==> src/rtl/rws_pkg.sv <==
// Shared types and constants for the roulette wheel selector.
// Used by the controller, the datapath and the top level; depends on nothing.
package rws_pkg;

   // Fixed field widths of the request and response words.
   localparam int IDX_W    = 10;
   localparam int FIT_IN_W = 32;
   localparam int RAND_W   = 42;
   localparam int OUT_TOT_W = 42;
   localparam int STAT_W   = 2;
   localparam int CFG_W    = 11;

   // Internal sum width; sums wrap modulo 2^64.
   localparam int TOT_W = 64;

   // Reset value of the active entry count register.
   localparam logic [CFG_W-1:0] CFG_RESET = 11'd800;

   // Operation codes.
   localparam logic OP_WRITE  = 1'b0;
   localparam logic OP_SELECT = 1'b1;

   // Response status codes.
   localparam logic [STAT_W-1:0] STAT_OK    = 2'd0;
   localparam logic [STAT_W-1:0] STAT_EMPTY = 2'd1;
   localparam logic [STAT_W-1:0] STAT_MISS  = 2'd2;

   // Which kind of response word the controller asks for.
   typedef enum logic [2:0] {
      RSP_NONE,
      RSP_WRITE,
      RSP_EMPTY,
      RSP_HIT,
      RSP_MISS
   } rsp_kind_type;

   // Commands from the controller to the datapath.
   typedef struct packed {
      logic         latch_req;
      logic         walk_init;
      logic         walk_step;
      logic         clear_step;
      logic         wr_read;
      logic         wr_commit;
      logic         total_load;
      rsp_kind_type rsp_kind;
   } rws_cmd_type;

   // Status from the datapath to the controller.
   typedef struct packed {
      logic clear_last;
      logic issued_all;
      logic rd_valid;
      logic hit;
      logic total_zero;
   } rws_sts_type;

endpackage

==> src/rtl/rws_ctrl.sv <==
// Controller state machine of the roulette wheel selector.
// Depends on rws_pkg for the command and status structs.
module rws_ctrl import rws_pkg::*; (
   input  logic        clock,
   input  logic        reset,
   input  logic        start,
   input  logic        req_operation,
   input  logic        csr_write_enable,
   input  rws_sts_type sts,
   output logic        busy,
   output rws_cmd_type cmd
);

   typedef enum logic [2:0] {
      ST_CLEAR,
      ST_IDLE,
      ST_WR_READ,
      ST_WR_UPDATE,
      ST_SELECT,
      ST_RECOMP
   } state_type;

   state_type state_ff, state_in;
   logic      pend_ff, pend_in;
   logic      accept;

   // Busy while working, while a total update is owed, or during a register write.
   assign busy   = (state_ff != ST_IDLE) || pend_ff || csr_write_enable;
   assign accept = start && !busy;

   // Next state and command decode.
   always_comb begin
      state_in = state_ff;
      pend_in  = pend_ff;
      cmd      = '0;
      cmd.rsp_kind = RSP_NONE;

      // A register change outside a sweep owes a recompute of the total.
      if (csr_write_enable && (state_ff != ST_CLEAR) && (state_ff != ST_RECOMP)) begin
         pend_in = 1'b1;
      end

      unique case (state_ff)
         ST_CLEAR: begin
            cmd.clear_step = 1'b1;
            if (sts.clear_last) begin
               state_in = ST_IDLE;
            end
         end
         ST_IDLE: begin
            if (pend_ff) begin
               cmd.walk_init = 1'b1;
               pend_in       = 1'b0;
               state_in      = ST_RECOMP;
            end else if (accept) begin
               cmd.latch_req = 1'b1;
               cmd.walk_init = 1'b1;
               state_in = (req_operation == OP_WRITE) ? ST_WR_READ : ST_SELECT;
            end
         end
         ST_WR_READ: begin
            cmd.wr_read = 1'b1;
            state_in    = ST_WR_UPDATE;
         end
         ST_WR_UPDATE: begin
            cmd.wr_commit = 1'b1;
            cmd.rsp_kind  = RSP_WRITE;
            state_in      = ST_IDLE;
         end
         ST_SELECT: begin
            cmd.walk_step = 1'b1;
            if (sts.total_zero) begin
               cmd.rsp_kind = RSP_EMPTY;
               state_in     = ST_IDLE;
            end else if (sts.rd_valid && sts.hit) begin
               cmd.rsp_kind = RSP_HIT;
               state_in     = ST_IDLE;
            end else if (sts.issued_all && !sts.rd_valid) begin
               cmd.rsp_kind = RSP_MISS;
               state_in     = ST_IDLE;
            end
         end
         ST_RECOMP: begin
            if (csr_write_enable) begin
               // New active range: start the sweep over.
               cmd.walk_init = 1'b1;
            end else begin
               cmd.walk_step = 1'b1;
               if (sts.issued_all && !sts.rd_valid) begin
                  cmd.total_load = 1'b1;
                  state_in       = ST_IDLE;
               end
            end
         end
         default: begin
            state_in = ST_IDLE;
         end
      endcase
   end

   // State register.
   always_ff @(posedge clock) begin
      if (reset) begin
         state_ff <= ST_CLEAR;
         pend_ff  <= 1'b0;
      end else begin
         state_ff <= state_in;
         pend_ff  <= pend_in;
      end
   end

endmodule

==> config.mk <==
export PLATFORM = sky130hd
export DESIGN_NAME = rws_ctrl
export DESIGN_NICKNAME = d
export VERILOG_FILES = /design/src/rtl/rws_pkg.sv /design/src/rtl/rws_ctrl.sv
export SDC_FILE = /design/constraint.sdc
export NUM_CORES = 1
export LEC_CHECK = 0
export BUFFER_PORTS_ARGS = -buffer_cell sky130_fd_sc_hd__buf_2
export CAP_MARGIN = 30
export CORE_AREA = 2 2 39 41
export CTS_CLUSTER_SIZE = 40
export DETAILED_ROUTE_END_ITERATION = 8
export DIE_AREA = 0 0 41 43
export GPL_TIMING_DRIVEN = 0
export PLACE_DENSITY = 0.55
export SYNTH_ARGS = -nofsm -noshare
export SYNTH_HDL_FRONTEND = slang
export SYNTH_SLANG_ARGS = --single-unit
export TNS_END_PERCENT = 10
==> constraint.sdc <==
create_clock -name clock -period 3.1 [get_ports clock]
set_input_delay 0.465 -clock clock [delete_from_list [all_inputs] [get_ports clock]]
set_output_delay 0.465 -clock clock [all_outputs]
set_load 0.05 [all_outputs]
# Word-level counts from Yosys, hierarchy flattened
# Index checks and enable logic that the tools add are counted.
[op_classes] n_eq_ne=10 mux=30 reduce_logical=12
[op_table] cell="3-bit 2-to-1 mux" n=11
[op_table] cell="3-bit case mux with 5 select lines" n=1
[op_table] cell="1-bit 2-to-1 mux" n=14
[op_table] cell="3-bit by 2-bit equality test with 1-bit output (second input constant)" n=2
[op_table] cell="3-bit equality test (second input constant)" n=2
[op_table] cell="3-bit inequality test (second input constant)" n=2
[op_table] cell="3-bit case mux with 2 select lines" n=1
[op_table] cell="1-bit logical AND" n=5
[op_table] cell="2-bit inequality test (second input constant)" n=2
[op_table] cell="1-bit case mux with 2 select lines" n=2
[op_table] cell="3-bit by 1-bit equality test with 1-bit output (second input constant)" n=1
[op_table] cell="3-bit logical NOT" n=1
[op_table] cell="3-bit by 1-bit inequality test with 1-bit output (second input constant)" n=1
[op_table] cell="3-bit AND reduction" n=1
[op_table] cell="3-bit nonzero test" n=1
[op_table] cell="1-bit logical NOT" n=2
[op_table] cell="1-bit logical OR" n=2
[op_table] cell="2-bit 2-to-1 mux" n=1
[word_totals] ff_bits=4 in_bits=10 out_inout_bits=11 word_cells=54

# Depth between registers and ports, before layout
[depth] word_depth=8 ltp_mapped=5

# Worst setup path after synthesis
# Ideal clock, no wire load.
[synth_path] kind="in2out" startpoint="input port sts[2] (netlist bit)" endpoint="output port cmd[2] (netlist bit)" t_arrival_ps=2145 t_required_ps=2635 setup_slack_ps=490 cell_stages=2 path_buffers=0 path_cell_list="nand2b_1 nor4_1"
[synth_rtl] item="from (decl)" line_no="rws_ctrl.sv:9" rtl="input rws_sts_type sts,"
[synth_rtl] item="to (decl)" line_no="rws_ctrl.sv:11" rtl="output rws_cmd_type cmd"

==> impl_metrics.py <==
metrics = {
    "run_status": {
        "outcome": "finished, final reports clean",
    },
    "worst_setup_path": {
        "reg2reg_from": "state_ff[2]",
        "crit_required_ns": 2.63,
        "reg2reg_to": "state_ff[0]",
        "start_kind": "flip-flop",
        "critPathArrivalTime_ns": 1.47,
        "endpoint": "cmd[0]",
        "crit_path_end_kind": "output port",
        "crit_start": "state_ff[1]",
        "r2r_cells": 5,
        "critPathKind": "reg2out",
        "r2r_slack_ns": 1.88,
        "critPathMaxFanout": 9,
    },
    "place": {
        "portBuffers": 20,
        "hpwl_um": 808,
        "routabilityCongestion": 0.775,
    },
    "sta": {
        "rsz0062_at_grt": "no",
        "setup_tns_ns": 0,
        "fmax_mhz": 516,
        "relSlewSlack": 0.772,
        "period_minus_slack_ns": 1.94,
        "worst_slew_pin_slew_ns": 0.342,
        "hold_viol": 0,
        "post-route-period-util": 0.625,
        "setup_violations": 0,
        "clock-skew-final_ns": 0.0000748,
        "maxSlewViolCount": 0,
    },
    "hold_path": {
        "hold_depth": 2,
        "hp-class": "in2reg",
    },
    "logic_synthesis": {
        "synthMostInstantiatedCell": "nor3_1",
        "synth_edf_count": 0,
        "syn-num-nets": 63,
        "seq_area_frac_synth": 0.199,
        "synth_area_leaders": "dfxtp_1, nor3_1, a21oi_1, nor4b_4, buf_6",
        "synth_cells": 53,
        "yosys.cell_types.count": 27,
        "synth_common_cells": "nor3_1, a21oi_1, dfxtp_1",
        "ys_ff_latch": 4,
        "ys_warn_count": 0,
        "async_flop_share": 0,
        "ys.flop_type": "dfxtp_1",
        "synth.avg_cell_area_um2": 7.60,
        "yosysTopAreaCell": "dfxtp_1",
        "netlist_area_um2": 403,
        "synthDominantCellAreaShare": 0.199,
    },
    "global_routing": {
        "grt_usage": 0.140,
        "grt_max_degree": 11,
        "grt_pass1_vias": 412,
        "antenna_found_initial": 0,
        "grt_pass1_wl_um": 1700,
        "grt_remaining_overflow": 0,
    },
    "clock_network": {
        "cts_sinks": 4,
        "cts_resized": 0,
        "cts_buffers": 3,
        "post-cts-setup-buffers": 0,
        "cts_hold_buf": 0,
        "root_buffer": "clkbuf_4",
        "cts_buffer_depth": 2,
        "htreeDepth": 1,
        "clock_latency_ns": 0.23,
        "path_clk_slew_ns": 0.04,
        "cts_tree": "yes",
    },
    "cells_and_area": {
        "diodes": 0,
        "nets": 88,
        "drive_above_1_share": 0.421,
        "syn_to_final_growth_pct": 35.4,
        "fillers": 158,
    },
    "floorplan": {
        "fp.dieW_um": 41,
        "die_area_um2": 1760,
        "core_um2": 1380,
        "top_level_ports": 21,
        "initial_core_util": 0.291,
        "die_h_um": 43,
        "fp-row-count": 14,
    },
    "pwr": {
        "p_per_area_nw_per_um2": 703,
        "power_leakage_nw": 0.261,
        "ir_drop_v": 0.000223,
        "p_total_mw": 0.383,
    },
    "route": {
        "drt_iter0_markers": 4,
        "viasPerCell": 4.97,
        "routed_wl_um": 1010,
        "route.detailed.drc": 0,
        "antenna_left": 0,
        "drt_pass1_iterations": 2,
        "vias": 457,
        "drt-wirelength-per-cell_um": 11.0,
    },
    "job": {
        "cap_violations": 0,
    },
}
==> worst max-delay path: stages, from the launching register on <==
cell and delay, ns:
dfxtp_1 0.30, buf_6 0.13, nand2b_1 0.22, nor3_1 0.17
a31o_2 0.17, buf_2 0.25
==> report_power, final <==
part,switching (mW),total [mW],internal [mW]
Combinational,0.160,0.244,0.0834
Clock,0.0202,0.0635,0.0432
Sequential,0.0130,0.0761,0.0631
==> final cells by class <==
type	count	area [µm²]	share of cell area
multi-input cells	42	279	0.511
repair buffers	20	100	0.183
flip-flops and latches	4	80.1	0.147
plain buffers	4	32.5	0.0596
clock buffers	3	22.5	0.0413
well taps	16	20.0	0.0367
inverters	3	11.3	0.0206
==> worst min path at each step <==
stage,startpoint,endpoint
6_report,reset,state_ff[1]
5_1_grt,reset,state_ff[1]
4_1_cts,reset,state_ff[1]
3_5_place_dp,state_ff[1],state_ff[0]
3_3_place_gp,state_ff[1],pend_ff
2_1_floorplan,reset,pend_ff
==> registers in the layout (all words and copies together), names as in the netlist <==
signal	count
state_ff	3
pend_ff	1
==> kinds of logic (layout without fill, tap and decap cells) <==
group | Yosys count | in the layout | synth area share
and+or+nand+nor | 26 | 26 | 0.432
AOI/OAI and AO/OA | 15 | 15 | 0.239
buffers and inverters | 7 | 30 | 0.109
DFF | 4 | 4 | 0.199
xor gates and xnor gates | 1 | 1 | 0.0217
==> stage by stage <==
stage          hold slack (ns)  setup slack, ns   util  instances  instance area (µm²)
2_1_floorplan            0.538            0.490      -         53                  403
3_3_place_gp             0.668             1.21  0.378         89                  523
3_5_place_dp             0.664             1.21  0.378         89                  523
4_1_cts                  0.457             1.15  0.394         92                  546
5_1_grt                  0.459             1.03  0.394         92                  546
6_report                 0.463             1.16  0.394         92                  546
==> layout by cell type (no fill, tap or decap) <==
cell,Yosys,final
a211oi_1,2,2
a21boi_1,1,1
a21boi_2,1,1
a21oi_1,5,5
a31o_2,1,1
a31oi_1,1,1
and3_1,3,3
buf_2,2,22
buf_6,2,2
clkbuf_4,0,3
dfxtp_1,4,4
inv_1,3,3
nand2_1,3,3
nand2b_1,2,2
nand3_1,1,1
nand3b_1,1,1
nor2_1,2,2
nor2b_1,1,1
nor3_1,6,6
nor3b_1,1,1
nor3b_2,1,1
nor4_1,3,3
nor4_2,1,1
nor4b_4,1,1
o211ai_1,1,1
o21ai_0,2,2
o21ai_1,1,1
xor2_1,1,1
==> layer usage <==
metal  global-route usage  vias to the layer above  wire [µm]
met5                    0                        -          0
li1                     -                      243          -
met4                0.100                        0          8
met1                0.196                      201        493
met2                0.197                       11        464
met3                    0                        2         42
(Power assumes the default switching activity.)
